File: config.mk
export PLATFORM = sky130hd
export DESIGN_NAME = mic_signal_health_monitor
export DESIGN_NICKNAME = d
export VERILOG_FILES = /design/src/rtl/mshm_pkg.sv /design/src/rtl/mic_signal_health_monitor.sv
export SDC_FILE = /design/constraint.sdc
export NUM_CORES = 1
export LEC_CHECK = 0
export ABC_CLOCK_PERIOD_IN_PS = 4900
export BUFFER_PORTS_ARGS = -buffer_cell sky130_fd_sc_hd__buf_2
export CORE_AREA = 5 5 227 251
export CTS_BUF_LIST = sky130_fd_sc_hd__clkbuf_16
export CTS_CLUSTER_DIAMETER = 100
export DETAILED_ROUTE_END_ITERATION = 6
export DIE_AREA = 0 0 232 256
export GPL_TIMING_DRIVEN = 0
export PLACE_DENSITY = 0.44
export SYNTH_ARGS = -nofsm -noshare
export SYNTH_HDL_FRONTEND = slang
export SYNTH_SLANG_ARGS = --single-unit
File: constraint.sdc
create_clock -name clk_i -period 4.9 [get_ports clk_i]
set_clock_uncertainty 0.15 [all_clocks]
set_input_delay 0.98 -clock clk_i [delete_from_list [all_inputs] [get_ports clk_i]]
set_output_delay 0.98 -clock clk_i [all_outputs]
set_load 0.05 [all_outputs]
File: src/rtl/mshm_pkg.sv
// Package for the microphone signal health monitor.
// Holds widths, limits, register indexes, verdict codes and sequencer states.
// Used by mic_signal_health_monitor; depends on nothing.
package mshm_pkg;

  localparam int unsigned SampleW    = 16;
  localparam int unsigned LevelW     = 16;
  localparam int unsigned SumW       = 32;
  localparam int unsigned MaxSamples = 65536;
  localparam int unsigned CountW     = $clog2(MaxSamples + 1);
  localparam int unsigned MaxFrames  = 64;
  localparam int unsigned FrameCap   = (MaxFrames < 127) ? MaxFrames : 127;
  localparam int unsigned FrameCntW  = 7;
  localparam int unsigned MeanCap    = 32768;
  localparam int unsigned DivSteps   = SumW;
  localparam int unsigned StepW      = $clog2(DivSteps);

  localparam int unsigned CfgIdxW    = 2;
  localparam int unsigned CfgDataW   = 16;

  localparam logic [CfgIdxW-1:0] RegNoSignal = 2'd0;
  localparam logic [CfgIdxW-1:0] RegClip     = 2'd1;

  localparam logic [LevelW-1:0] NoSignalReset = 16'd1;
  localparam logic [LevelW-1:0] ClipReset     = 16'd32767;

  typedef enum logic [1:0] {
    VERDICT_SANE      = 2'd0,
    VERDICT_NO_SIGNAL = 2'd1,
    VERDICT_CLIPPING  = 2'd2
  } verdict_e;

  typedef enum logic [1:0] {
    ST_IDLE,
    ST_DIV,
    ST_DONE
  } state_e;

endpackage

File: src/rtl/mic_signal_health_monitor.sv
// Top level of the microphone signal health monitor.
// Accumulates per-sample statistics and runs a shared serial divider per test.
// Depends on mshm_pkg.
//
// Usage:
//   Input channel (in_valid_i / in_stall_o) carries one signed sample per item
//   with frame_end_i and test_end_i marks. Output channel (out_valid_o /
//   out_stall_i) carries one report per test. An item moves on a rising edge
//   with valid high and stall low.
//   For a sample without test_end, peak, sum, count and frame
//   flags update in the cycle it is accepted, and the next one can follow.
//   A test_end item starts the mean division: one quotient bit per cycle
//   through a single subtractor, then the done state loads the report
//   register. in_stall_o is high through the division and the done state,
//   and the done state lasts while an earlier report still sits stalled
//   in the report register.
//   While the receiver stalls, the report holds and new samples are still
//   taken; a further test_end waits in the done state until the report
//   register is free.
//   Configuration writes (cfg_we_i, cfg_idx_i, cfg_data_i) land directly in the threshold registers.
//   Reset sets the thresholds to 1 and 32767 and clears all statistics; no
//   clearing pass is needed.
module mic_signal_health_monitor (
  input  logic                            clk_i,
  input  logic                            rst_ni,
  input  logic                            cfg_we_i,
  input  logic [mshm_pkg::CfgIdxW-1:0]    cfg_idx_i,
  input  logic [mshm_pkg::CfgDataW-1:0]   cfg_data_i,
  input  logic                            in_valid_i,
  output logic                            in_stall_o,
  input  logic signed [mshm_pkg::SampleW-1:0] sample_i,
  input  logic                            frame_end_i,
  input  logic                            test_end_i,
  output logic                            out_valid_o,
  input  logic                            out_stall_i,
  output logic [mshm_pkg::LevelW-1:0]     peak_level_o,
  output logic [mshm_pkg::LevelW-1:0]     mean_level_o,
  output logic [mshm_pkg::FrameCntW-1:0]  stuck_frames_o,
  output logic [mshm_pkg::FrameCntW-1:0]  zero_frames_o,
  output logic [1:0]                      verdict_o
);

  localparam int unsigned LW = mshm_pkg::LevelW;
  localparam int unsigned SW = mshm_pkg::SumW;
  localparam int unsigned CW = mshm_pkg::CountW;
  localparam int unsigned FW = mshm_pkg::FrameCntW;

  mshm_pkg::state_e state_q, state_d;

  logic [LW-1:0] no_signal_q, clip_q;

  logic [LW-1:0] peak_q, peak_d;
  logic [SW-1:0] sum_q, sum_d;
  logic [CW-1:0] count_q, count_d;
  logic          all_m1_q, all_m1_d;
  logic          zflag_q, zflag_d;
  logic [FW-1:0] stuck_cnt_q, stuck_cnt_d;
  logic [FW-1:0] zero_cnt_q, zero_cnt_d;

  // report fields waiting for the division
  logic [LW-1:0]          pend_peak_q;
  logic [FW-1:0]          pend_stuck_q;
  logic [FW-1:0]          pend_zero_q;
  mshm_pkg::verdict_e     pend_verdict_q, verdict_d;

  // serial divider
  logic [SW-1:0]                 quo_q;
  logic [CW-1:0]                 rem_q, div_q;
  logic [mshm_pkg::StepW-1:0]    step_q;
  logic [CW:0]                   trial;
  logic                          trial_ge;
  logic [CW:0]                   trial_diff;
  logic [LW-1:0]                 mean_val;

  logic            out_valid_q;
  logic [LW-1:0]   out_peak_q, out_mean_q;
  logic [FW-1:0]   out_stuck_q, out_zero_q;
  mshm_pkg::verdict_e out_verdict_q;

  logic            in_acc, out_free, load_out;
  logic [LW-1:0]   mag;
  logic [SW:0]     sum_wide;

  assign in_acc   = in_valid_i && !in_stall_o;
  assign out_free = !out_valid_q || !out_stall_i;

  // ---------------- accumulation ----------------
  always_comb begin
    mag = sample_i[LW-1] ? (~sample_i + 16'd1) : sample_i;

    peak_d = (mag > peak_q) ? mag : peak_q;

    sum_wide = {1'b0, sum_q} + {{(SW + 1 - LW){1'b0}}, mag};
    if (count_q < CW'(mshm_pkg::MaxSamples)) begin
      sum_d   = sum_wide[SW] ? {SW{1'b1}} : sum_wide[SW-1:0];
      count_d = count_q + 1'b1;
    end else begin
      sum_d   = sum_q;
      count_d = count_q;
    end

    all_m1_d    = all_m1_q && (sample_i == 16'hFFFF);
    zflag_d     = zflag_q && (sample_i == 16'h0000);
    stuck_cnt_d = stuck_cnt_q;
    zero_cnt_d  = zero_cnt_q;
    if (frame_end_i || test_end_i) begin
      if (all_m1_d && (stuck_cnt_q < FW'(mshm_pkg::FrameCap))) begin
        stuck_cnt_d = stuck_cnt_q + 1'b1;
      end
      if (zflag_d && (zero_cnt_q < FW'(mshm_pkg::FrameCap))) begin
        zero_cnt_d = zero_cnt_q + 1'b1;
      end
      all_m1_d = 1'b1;
      zflag_d  = 1'b1;
    end

    // no signal is checked before clipping
    if (peak_d <= no_signal_q) begin
      verdict_d = mshm_pkg::VERDICT_NO_SIGNAL;
    end else if (peak_d >= clip_q) begin
      verdict_d = mshm_pkg::VERDICT_CLIPPING;
    end else begin
      verdict_d = mshm_pkg::VERDICT_SANE;
    end
  end

  // ---------------- divider step ----------------
  always_comb begin
    trial      = {rem_q, quo_q[SW-1]};
    trial_ge   = trial >= {1'b0, div_q};
    trial_diff = trial - {1'b0, div_q};
    if (div_q == '0) begin
      mean_val = '0;
    end else if (quo_q > SW'(mshm_pkg::MeanCap)) begin
      mean_val = LW'(mshm_pkg::MeanCap);
    end else begin
      mean_val = quo_q[LW-1:0];
    end
  end

  // ---------------- sequencer ----------------
  always_comb begin
    state_d    = state_q;
    in_stall_o = 1'b1;
    load_out   = 1'b0;
    case (state_q)
      mshm_pkg::ST_IDLE: begin
        in_stall_o = 1'b0;
        if (in_valid_i && test_end_i) begin
          state_d = mshm_pkg::ST_DIV;
        end
      end
      mshm_pkg::ST_DIV: begin
        if (step_q == mshm_pkg::StepW'(mshm_pkg::DivSteps - 1)) begin
          state_d = mshm_pkg::ST_DONE;
        end
      end
      mshm_pkg::ST_DONE: begin
        if (out_free) begin
          load_out = 1'b1;
          state_d  = mshm_pkg::ST_IDLE;
        end
      end
      default: begin
        state_d = mshm_pkg::ST_IDLE;
      end
    endcase
  end

  always_ff @(posedge clk_i or negedge rst_ni) begin
    if (!rst_ni) begin
      state_q <= mshm_pkg::ST_IDLE;
    end else begin
      state_q <= state_d;
    end
  end

  always_ff @(posedge clk_i or negedge rst_ni) begin
    if (!rst_ni) begin
      no_signal_q <= mshm_pkg::NoSignalReset;
      clip_q      <= mshm_pkg::ClipReset;
    end else if (cfg_we_i) begin
      case (cfg_idx_i)
        mshm_pkg::RegNoSignal: no_signal_q <= cfg_data_i;
        mshm_pkg::RegClip:     clip_q      <= cfg_data_i;
        default: ;
      endcase
    end
  end

  always_ff @(posedge clk_i or negedge rst_ni) begin
    if (!rst_ni) begin
      peak_q      <= '0;
      sum_q       <= '0;
      count_q     <= '0;
      all_m1_q    <= 1'b1;
      zflag_q     <= 1'b1;
      stuck_cnt_q <= '0;
      zero_cnt_q  <= '0;
    end else if (in_acc) begin
      if (test_end_i) begin
        peak_q      <= '0;
        sum_q       <= '0;
        count_q     <= '0;
        all_m1_q    <= 1'b1;
        zflag_q     <= 1'b1;
        stuck_cnt_q <= '0;
        zero_cnt_q  <= '0;
      end else begin
        peak_q      <= peak_d;
        sum_q       <= sum_d;
        count_q     <= count_d;
        all_m1_q    <= all_m1_d;
        zflag_q     <= zflag_d;
        stuck_cnt_q <= stuck_cnt_d;
        zero_cnt_q  <= zero_cnt_d;
      end
    end
  end

  always_ff @(posedge clk_i or negedge rst_ni) begin
    if (!rst_ni) begin
      step_q <= '0;
    end else if (in_acc && test_end_i) begin
      step_q <= '0;
    end else if (state_q == mshm_pkg::ST_DIV) begin
      step_q <= step_q + 1'b1;
    end
  end

  always_ff @(posedge clk_i) begin
    if (in_acc && test_end_i) begin
      quo_q          <= sum_d;
      div_q          <= count_d;
      rem_q          <= '0;
      pend_peak_q    <= peak_d;
      pend_stuck_q   <= stuck_cnt_d;
      pend_zero_q    <= zero_cnt_d;
      pend_verdict_q <= verdict_d;
    end else if (state_q == mshm_pkg::ST_DIV) begin
      quo_q <= {quo_q[SW-2:0], trial_ge};
      rem_q <= trial_ge ? trial_diff[CW-1:0] : trial[CW-1:0];
    end
  end

  always_ff @(posedge clk_i or negedge rst_ni) begin
    if (!rst_ni) begin
      out_valid_q <= 1'b0;
    end else if (load_out) begin
      out_valid_q <= 1'b1;
    end else if (!out_stall_i) begin
      out_valid_q <= 1'b0;
    end
  end

  always_ff @(posedge clk_i) begin
    if (load_out) begin
      out_peak_q    <= pend_peak_q;
      out_mean_q    <= mean_val;
      out_stuck_q   <= pend_stuck_q;
      out_zero_q    <= pend_zero_q;
      out_verdict_q <= pend_verdict_q;
    end
  end

  assign out_valid_o    = out_valid_q;
  assign peak_level_o   = out_peak_q;
  assign mean_level_o   = out_mean_q;
  assign stuck_frames_o = out_stuck_q;
  assign zero_frames_o  = out_zero_q;
  assign verdict_o      = out_verdict_q;

`ifndef SYNTH
  a_test_end_starts_div: assert property (@(posedge clk_i) disable iff (!rst_ni)
    (in_acc && test_end_i) |=> (state_q == mshm_pkg::ST_DIV && count_q == '0))
    else $error("test end did not start division with cleared state");

  a_report_from_done: assert property (@(posedge clk_i) disable iff (!rst_ni)
    $rose(out_valid_q) |-> ($past(state_q) == mshm_pkg::ST_DONE))
    else $error("report appeared outside the done state");

  a_div_clear_accum: assert property (@(posedge clk_i) disable iff (!rst_ni)
    (state_q == mshm_pkg::ST_DIV) |-> (sum_q == '0 && peak_q == '0 && stuck_cnt_q == '0))
    else $error("accumulators not cleared during division");

  a_count_limit: assert property (@(posedge clk_i) disable iff (!rst_ni)
    (count_q <= CW'(mshm_pkg::MaxSamples)) &&
    (stuck_cnt_q <= FW'(mshm_pkg::FrameCap)) && (zero_cnt_q <= FW'(mshm_pkg::FrameCap)))
    else $error("counter beyond its limit");

  a_rem_below_div: assert property (@(posedge clk_i) disable iff (!rst_ni)
    (state_q == mshm_pkg::ST_DIV && div_q != '0) |-> (rem_q < div_q))
    else $error("divider remainder out of range");
`endif

endmodule

==> results of run 1 <==
==> power by group through the flow <==
stage	combinational (mW)	sequential (mW)	clock [mW]
after CTS	4.29	3.37	2.54
after global routing	4.86	3.43	2.62
final	4.32	3.37	2.45
after floorplan	2.92	3.27	0
after global placement	3.92	3.41	0
after detailed placement	3.97	3.41	0
==> critical path, stage by stage <==
cell and delay [ps]:
buf_6 90, or3_4 400, or4_4 440, or4_4 460, nor3_4 150, nand2b_4 180, xnor2_4 90, ha_4 270
nand4_1 180, or2_4 300, o211ai_1 300, a21oi_4 130, buf_8 160, buf_8 160, a21oi_4 220, ha_1 280
a21o_1 180, a21o_1 180, a21oi_2 160, nor2_1 70, a2111oi_2 200, a211oi_1 130
==> state kept, by name, summed over array words and instances (netlist names), 5 cells and up <==
signal and count:
no_signal_q 16, zero_cnt_q 7, count_q 17, stuck_cnt_q 7
pend_zero_q 7, stuck_frames_o 7, div_q 17, rem_q 17
pend_stuck_q 7, clip_q 16, zero_frames_o 7, pend_peak_q 16
quo_q 32, mean_level_o 16, step_q 5, peak_q 16
peak_level_o 16, sum_q 32
==> layout by cell type, fill, tap and decap left out, types with 14 or more instances in the layout <==
cell type and n:
nand2b_1 15, buf_4 17, and3_1 17, a211oi_1 14, a31oi_1 15, nor4_1 15, nand3_1 35, dfrtp_1 103
dfxtp_1 17, nor2_1 98, xnor2_1 39, o21a_1 17, ha_1 85, mux2i_1 28, buf_2 84, mux2_2 22
o21ai_0 104, a21oi_1 82, dfstp_2 18, a22o_1 24, inv_1 82, nand2_1 136, edfxtp_1 129, xor2_1 18
nand4_1 29, nor3_1 33, clkbuf_1 54, clkbuf_16 31, and2_1 20, a21o_1 20
==> per-layer routing <==
metal,GRT usage,routed length (microns),part of all wire
met1,0.189,19500,0.44
met2,0.252,21800,0.49
met3,0.0236,1920,0.043
met4,0.0417,1340,0.030
met5,0,33,0.00074
==> kinds of logic after synthesis <==
group / count (synthesis) / share of synthesized area
and+or+nand+nor: 472 / 0.156
AOI/OAI and AO/OA: 392 / 0.169
DFF: 267 / 0.485
buffers and inverters: 150 / 0.0388
adders and majority gates: 90 / 0.0762
xor gates and xnor gates: 67 / 0.0392
muxes: 50 / 0.0353
==> metrics by stage <==
step	setup TNS (ps)	util	worst slack [ps]	hold WS [ps]
floorplan	-1240	-	-699	250
global placement	-174560	0.303	-2140	257
detailed placement	-68590	0.305	-2070	255
CTS	-1410	0.332	-769	252
global route	-2560	0.334	-869	276
finish	-1270	0.334	-697	258
==> repair_timing <==
item                                    4_1_cts  5_1_grt
resized for setup                            56       34
endpoints found under the setup margin       64       43
cloned                                        1        0
buffers inserted                             11        5
pin swaps                                    12        9
==> cell type report <==
type | count | area (sq um)
fill | 5701 | 36100
multi-input combinational | 1071 | 7590
sequential | 267 | 7260
tap | 736 | 921
clock buffer | 31 | 776
timing repair buffer | 107 | 674
buffer | 68 | 320
inverter | 82 | 308
clock inverter | 25 | 293
antenna | 2 | 5.00
==> worst max path at each step <==
stage,from,end,depth (start not counted)
6_report,sample_i[4],pend_verdict_q[1],22
5_1_grt,sample_i[3],pend_verdict_q[1],24
4_1_cts,sample_i[4],pend_verdict_q[1],22
3_5_place_dp,sample_i[4],pend_verdict_q[1],23
3_3_place_gp,sample_i[4],pend_verdict_q[1],23
2_1_floorplan,sample_i[4],pend_verdict_q[1],21
==> impl_metrics.toml, run 1 <==
[setup_path]
start_kind = "input port"
rrSetupSlack_ps = 720
timing.rr.start = "state_q[1]"
path_max_fanout = 10
reg2regPathDepth = 8
required_ps = 5050
critPathKind = "input port to register"
endpoint_kind = "register"
rr_endpoint = "quo_q[10]"
cp.arrival_ps = 5740

[placed_design]
dp_hpwl_microns = 33200
portBuffers = 86
place_area_sq_um = 16600
place_congestion = 0.827
dp_cells = 2314

[clock_tree]
cts_hold_buf = 0
htree_levels = 1
clkSlewWorstSetupHoldPaths_ps = 60
clock-root-buffer = "clkbuf_16"
clk_latency_ps = 570
clock_sinks = 267
cts_tree = "done"
clockBufferDepth = 3
cts_buffers = 30

[yosys]
synth_most_common_cell = "nand2_1"
syn_area_per_cell_sq_um = 10.1
synth_area_sq_um = 15000
ys_types = 77
syn_nets = 1619
netlist_top_cells_area = "edfxtp_1, dfrtp_1, ha_1"
synth_seq_cells = 267
synthTopCellsByCount = "nand2_1, edfxtp_1, o21ai_0"
yosysTopAreaCell = "edfxtp_1"
synth_edf_count = 129
netlist.area_leader.share = 0.259
yosysWarningCount = 0
synthCells = 1488
synthFlopType = "edfxtp_1"
async_flop_share = 0.453
seq_area_frac_synth = 0.485

[global_routing]
antenna_found_initial = 5
grt_max_degree = 63
overflow = 0
grt_usage = 0.146
first_global_vias = 12130
grt_pass1_wl_microns = 69700

[worst_hold_path]
min_path_type = "input port to async pin"

[routing]
routedWlPerCell_microns = 18.6
drtPass1Iterations = 5
vias = 11808
drc = 0
postRouteAntennaNets = 0
wl_microns = 44600
vias_per_cell = 4.94
drt_iter0_markers = 755

[cells_and_area]
layout.cells.non_filler = 2389
final_area_sq_um = 18200
final_nets = 1758
syn_to_final_growth_pct = 21.3
drive_gt1_frac = 0.181

[floorplan]
dieHeight_microns = 256
row_count = 90
num_io_pins = 91
initial_utilization = 0.276
die_w_microns = 232
die_area_sq_um = 59400
coreArea_sq_um = 54300

[outcome]
violations = "setup timing"
status = "finished, violations left"

[flow_run]
maxCapViolCount = 0

[power_and_ir_drop]
switchingPower_mw = 3.90
clkPwrFrac = 0.242
total_power_mw = 10.1
ir_worst_vdd_mv = 0.247
switching_share = 0.385
pwr_density_cell_nw_per_um2 = 559
cellLeakagePower_nw = 7.35
seqPwrFrac = 0.332
pwr-share-comb = 0.426
internal-power_mw = 6.24

[timing]
setup_violations = 2
min_period_over_period = 1.14
finalHoldViolations = 0
tightest_slew_ps = 1310
rsz0062_at_grt = "true"
finalCriticalPeriod_ps = 5600
fmax_ghz = 0.179
finalMaxSlewViolations = 0
setup_slack_ps = -697
relSlewSlack = 0.123
Power figures use the tool's default switching activity.
==> run 2, diff against run 1 <==
--- a/config.mk
+++ b/config.mk
@@ -5,7 +5,7 @@
 export SDC_FILE = /design/constraint.sdc
 export NUM_CORES = 1
 export LEC_CHECK = 0
-export ABC_CLOCK_PERIOD_IN_PS = 4900
+export ABC_CLOCK_PERIOD_IN_PS = 5950
 export BUFFER_PORTS_ARGS = -buffer_cell sky130_fd_sc_hd__buf_2
 export CORE_AREA = 5 5 227 251
 export CTS_BUF_LIST = sky130_fd_sc_hd__clkbuf_16
==> constraint.sdc (replaced) <==
create_clock -name clk_i -period 5.95 [get_ports clk_i]
set_clock_uncertainty 0.15 [all_clocks]
set_input_delay 1.19 -clock clk_i [delete_from_list [all_inputs] [get_ports clk_i]]
set_output_delay 1.19 -clock clk_i [all_outputs]
set_load 0.05 [all_outputs]
==> impl_metrics.toml, run 2 (synthesis results as in run 1) <==
[outcome]
status = "finished clean"

[floorplan]
die_area_sq_um = 59400
die_w_microns = 232
coreArea_sq_um = 54300
dieHeight_microns = 256
initial_utilization = 0.276
row_count = 90
num_io_pins = 91

[clock_tree]
cts_hold_buf = 0
cts_tree = "done"
clock_sinks = 267
clk_latency_ps = 580
clock-root-buffer = "clkbuf_16"
htree_levels = 1
clkSlewWorstSetupHoldPaths_ps = 60
clockBufferDepth = 3
cts_buffers = 31

[power_and_ir_drop]
clkPwrFrac = 0.229
pwr_density_cell_nw_per_um2 = 462
internal-power_mw = 5.11
cellLeakagePower_nw = 7.31
seqPwrFrac = 0.334
switching_share = 0.387
switchingPower_mw = 3.22
pwr-share-comb = 0.438
ir_worst_vdd_mv = 0.239

[routing]
drtPass1Iterations = 4
routedWlPerCell_microns = 18.7
drt_iter0_markers = 659
postRouteAntennaNets = 0
vias = 11866
wl_microns = 44900
vias_per_cell = 4.95
drc = 0

[global_routing]
grt_pass1_wl_microns = 69400
overflow = 0
grt.busiest_layer = "met2"
first_global_vias = 11935
grt_max_degree = 70
antenna_found_initial = 6
grt_usage = 0.145
grt_util_met1 = 0.185
grtUsageMet2 = 0.254
use_met3 = 0.0260

[timing]
tightest_slew_ps = 1040
rsz0062_at_grt = "true"
min_period_over_period = 0.992
finalHoldViolations = 0
fmax_ghz = 0.169
timing.hold.ws_ps = 264
finalMaxSlewViolations = 0
finalCriticalPeriod_ps = 5900
relSlewSlack = 0.304
setup_violations = 0

[placed_design]
dp_cells = 2313
place_congestion = 0.856
dp_hpwl_microns = 33400
portBuffers = 86

[flow_run]
maxCapViolCount = 0

[cells_and_area]
drive_gt1_frac = 0.164
syn_to_final_growth_pct = 20.4
multiInputGateArea_sq_um = 7490
final_nets = 1763
seqCellArea_sq_um = 7260
fillerInstances = 5615
final_cell_mix = "nand2_1, edfxtp_1, o21ai_0"
layout.cells.non_filler = 2397
top_regs = "quo_q: 32 flops, sum_q: 32 flops"
layout_commonest_cell = "nand2_1"

[setup_path]
path_max_fanout = 8
required_ps = 6110
start_kind = "input port"
critPathKind = "input port to register"
cp.arrival_ps = 6060
endpoint_kind = "register"

[worst_hold_path]
min_path_type = "register to register"
-- run 2: stage by stage --
stage          worst slack (ps)  utilization  TNS, ps  power [mW]  area [sq um]
4_1_cts                   0.877        0.326        0        8.21         17700
5_1_grt                    -170        0.332     -235        8.96         18000
3_5_place_dp              -1370        0.303    -6420        6.05         16400
6_report                   47.8        0.332        0        8.33         18000
3_3_place_gp              -1360        0.301   -27270        6.01         16400
2_1_floorplan              21.4            -        0        5.06         15000
-- run 2: layout make-up --
class / instances / share of cell area
antenna: 5 / 0.000694
buffer: 68 / 0.0175
clock buffer: 31 / 0.0430
clock inverter: 26 / 0.0121
inverter: 82 / 0.0171
multi-input combinational: 1071 / 0.416
sequential: 267 / 0.403
tap: 736 / 0.0511
timing repair buffer: 111 / 0.0398
-- run 2: worst max-delay path, stage by stage --
cell and delay, ps:
buf_6 100, or3_4 390, or4_4 440, or4_4 450
nor3_4 150, nand2b_4 180, xnor2_4 90, ha_4 280
nand4_1 200, or2_4 300, o211ai_1 340, a21oi_4 150
buf_8 170, buf_12 130, a21oi_4 220, ha_4 240
a21o_1 170, a21o_1 180, a21oi_2 150, nor2_1 60
a2111oi_2 360, a211oi_2 120
-- run 2: routing by layer --
layer	vias to the layer above	routed length (microns)
met5	-	13
met4	2	1160
met3	68	2060
met2	267	22200
met1	5761	19500
li1	5768	-
-- run 2: power by group through the flow --
stage          logic, mW  registers (mW)  clock network, mW
6_report            3.65            2.78               1.90
2_1_floorplan       2.36            2.69                  0
5_1_grt             4.09            2.83               2.05
4_1_cts             3.45            2.78               1.98
3_3_place_gp        3.20            2.81                  0
3_5_place_dp        3.25            2.81                  0
-- run 2: worst paths after layout --
path,start,endpoint,slack (ps),cells after the start
max,sample_i[4],pend_verdict_q[1],50,22
min,pend_peak_q[9],peak_level_o[9],260,0
max reg2reg,peak_q[11],pend_verdict_q[1],1950,17
min reg2reg,pend_peak_q[9],peak_level_o[9],260,0
max in group asynchronous,rst_ni,all_m1_q,4430,2
min in group asynchronous,rst_ni,clip_q[15],440,1
-- run 2: timing repair --
item / CTS / global route
resized for setup: 40 / 34
pin swaps: 9 / 13
buffers inserted: 8 / 13
endpoints found under the setup margin: 2 / 2
==> run 3, diff against run 2 <==
--- a/config.mk
+++ b/config.mk
@@ -7,11 +7,11 @@
 export LEC_CHECK = 0
 export ABC_CLOCK_PERIOD_IN_PS = 5950
 export BUFFER_PORTS_ARGS = -buffer_cell sky130_fd_sc_hd__buf_2
-export CORE_AREA = 5 5 227 251
+export CORE_AREA = 2 2 224 248
 export CTS_BUF_LIST = sky130_fd_sc_hd__clkbuf_16
 export CTS_CLUSTER_DIAMETER = 100
 export DETAILED_ROUTE_END_ITERATION = 6
-export DIE_AREA = 0 0 232 256
+export DIE_AREA = 0 0 226 250
 export GPL_TIMING_DRIVEN = 0
 export PLACE_DENSITY = 0.44
 export SYNTH_ARGS = -nofsm -noshare
==> impl_metrics.toml, run 3 (synthesis results as in run 1) <==
[worst_hold_path]
min_to = "stuck_frames_o[3]"
min_from = "pend_stuck_q[3]"
min_path_type = "register to register"
min_path_cells = 0

[routing]
drt_iter0_markers = 593
drc = 0
postRouteAntennaNets = 0
routedWlPerCell_microns = 18.5
vias_per_cell = 4.94
vias = 11792
wl_microns = 44100
drtPass1Iterations = 6

[setup_path]
critPathKind = "input port to register"
reg2regPathDepth = 18
timing.rr.start = "peak_q[12]"
required_ps = 6100
endpoint_kind = "register"
path_max_fanout = 8
start_kind = "input port"
startpoint = "sample_i[4]"
rr_endpoint = "pend_verdict_q[1]"
cp.arrival_ps = 6050
rrSetupSlack_ps = 1960

[global_routing]
antenna_found_initial = 3
grt_usage = 0.156
grt_max_degree = 72
grt_pass1_wl_microns = 68700
first_global_vias = 12003
overflow = 0

[placed_design]
portBuffers = 86
dp_hpwl_microns = 33200
place_congestion = 0.845
dp_cells = 2313
place_ws_ps = -1320

[timing]
setup_violations = 0
tightest_slew_ps = 969
min_period_over_period = 0.992
finalMaxSlewViolations = 0
finalHoldViolations = 0
rsz0062_at_grt = "true"
setup_slack_ps = 45.9
relSlewSlack = 0.352
finalCriticalPeriod_ps = 5900
fmax_ghz = 0.169

[outcome]
status = "finished clean"

[power_and_ir_drop]
ir_worst_vdd_mv = 0.234
total_power_mw = 8.24
cellLeakagePower_nw = 7.29
pwr_density_cell_nw_per_um2 = 460

[cells_and_area]
syn_to_final_growth_pct = 19.8
final_nets = 1759
drive_gt1_frac = 0.158
final_cell_mix = "nand2_1, edfxtp_1, o21ai_0"
layout_commonest_cell = "nand2_1"
diodes = 0
top_regs = "quo_q: 32 flops, sum_q: 32 flops"
layout.cells.non_filler = 2389

[floorplan]
row_count = 90
die_w_microns = 226
die_area_sq_um = 56500
coreArea_sq_um = 54200
dieHeight_microns = 250
num_io_pins = 91
initial_utilization = 0.276

[flow_run]
maxCapViolCount = 0

[clock_tree]
clkSlewWorstSetupHoldPaths_ps = 60
clock_sinks = 267
htree_levels = 1
cts_tree = "done"
cts_hold_buf = 0
cts_buffers = 31
clockBufferDepth = 3
clock-root-buffer = "clkbuf_16"
clk_latency_ps = 590
## run 3: cell types whose count changed in the layout (fill, tap and decap cells not counted), moves of 2 or more
cell	delta
clkinv_2	-4
clkinv_1	-3
diode_2	-5
buf_4	-3
ha_4	-2
inv_1	+7
o21ai_0	+2
ha_1	+2
o21ai_1	-2
## run 3: repair_timing
action	4_1_cts	5_1_grt
gates resized for setup	37	29
pin swaps	4	9
buffers inserted	5	12
endpoints found under the setup margin	2	2
gates cloned	0	0
## run 3: stage by stage
stage	area, sq um	utilization	hold slack, ps	setup TNS (ps)
after floorplan	15000	-	250	0
after global placement	16400	0.302	256	-28840
after detailed placement	16400	0.304	255	-6050
after CTS	17700	0.326	271	0
after global routing	17900	0.331	277	-115
final	17900	0.331	268	0
## run 3: power by group
group	switching (mW)	internal, mW	leakage [nW]
sequential	0.313	2.46	2.92
clock	0.782	1.11	0.525
combinational	2.09	1.49	3.84
## run 3: worst max-delay path, stage by stage
cell,delay (ps)
buf_6,100
or3_4,400
or4_4,440
or4_4,450
nand2_1,130
xnor2_2,160
ha_1,340
nand4_1,200
nor3_2,260
buf_4,150
o211ai_1,90
o211ai_1,210
a21oi_4,120
buf_8,150
buf_12,140
a21oi_4,220
ha_4,240
a21o_1,170
a21o_1,180
a21oi_2,150
nor2_1,60
a2111oi_2,370
a211oi_2,130
## run 3: layout make-up
type	instances	area [sq um]
Sequential cell	267	7260
Fill cell	5615	36200
Tap cell	736	921
Timing Repair Buffer	107	668
Clock buffer	31	776
Inverter	82	308
Buffer	68	314
Clock inverter	27	221
Multi-Input combinational cell	1071	7460
## run 3: worst max path at each step
stage | end | slack [ps] | depth (start not counted)
global route | pend_verdict_q[1] | -100 | 24
detailed placement | pend_verdict_q[1] | -1320 | 21
CTS | pend_verdict_q[1] | 1 | 23
global placement | pend_verdict_q[1] | -1330 | 23
finish | pend_verdict_q[1] | 50 | 23
floorplan | pend_verdict_q[1] | 20 | 21
## run 3: routing by layer
layer  track usage  share of wire  vias up
met5             0        0.00077        -
met1         0.195           0.43     5709
met3        0.0275          0.047       75
met2         0.270           0.48      236
li1              -              -     5766
met4        0.0501          0.033        6
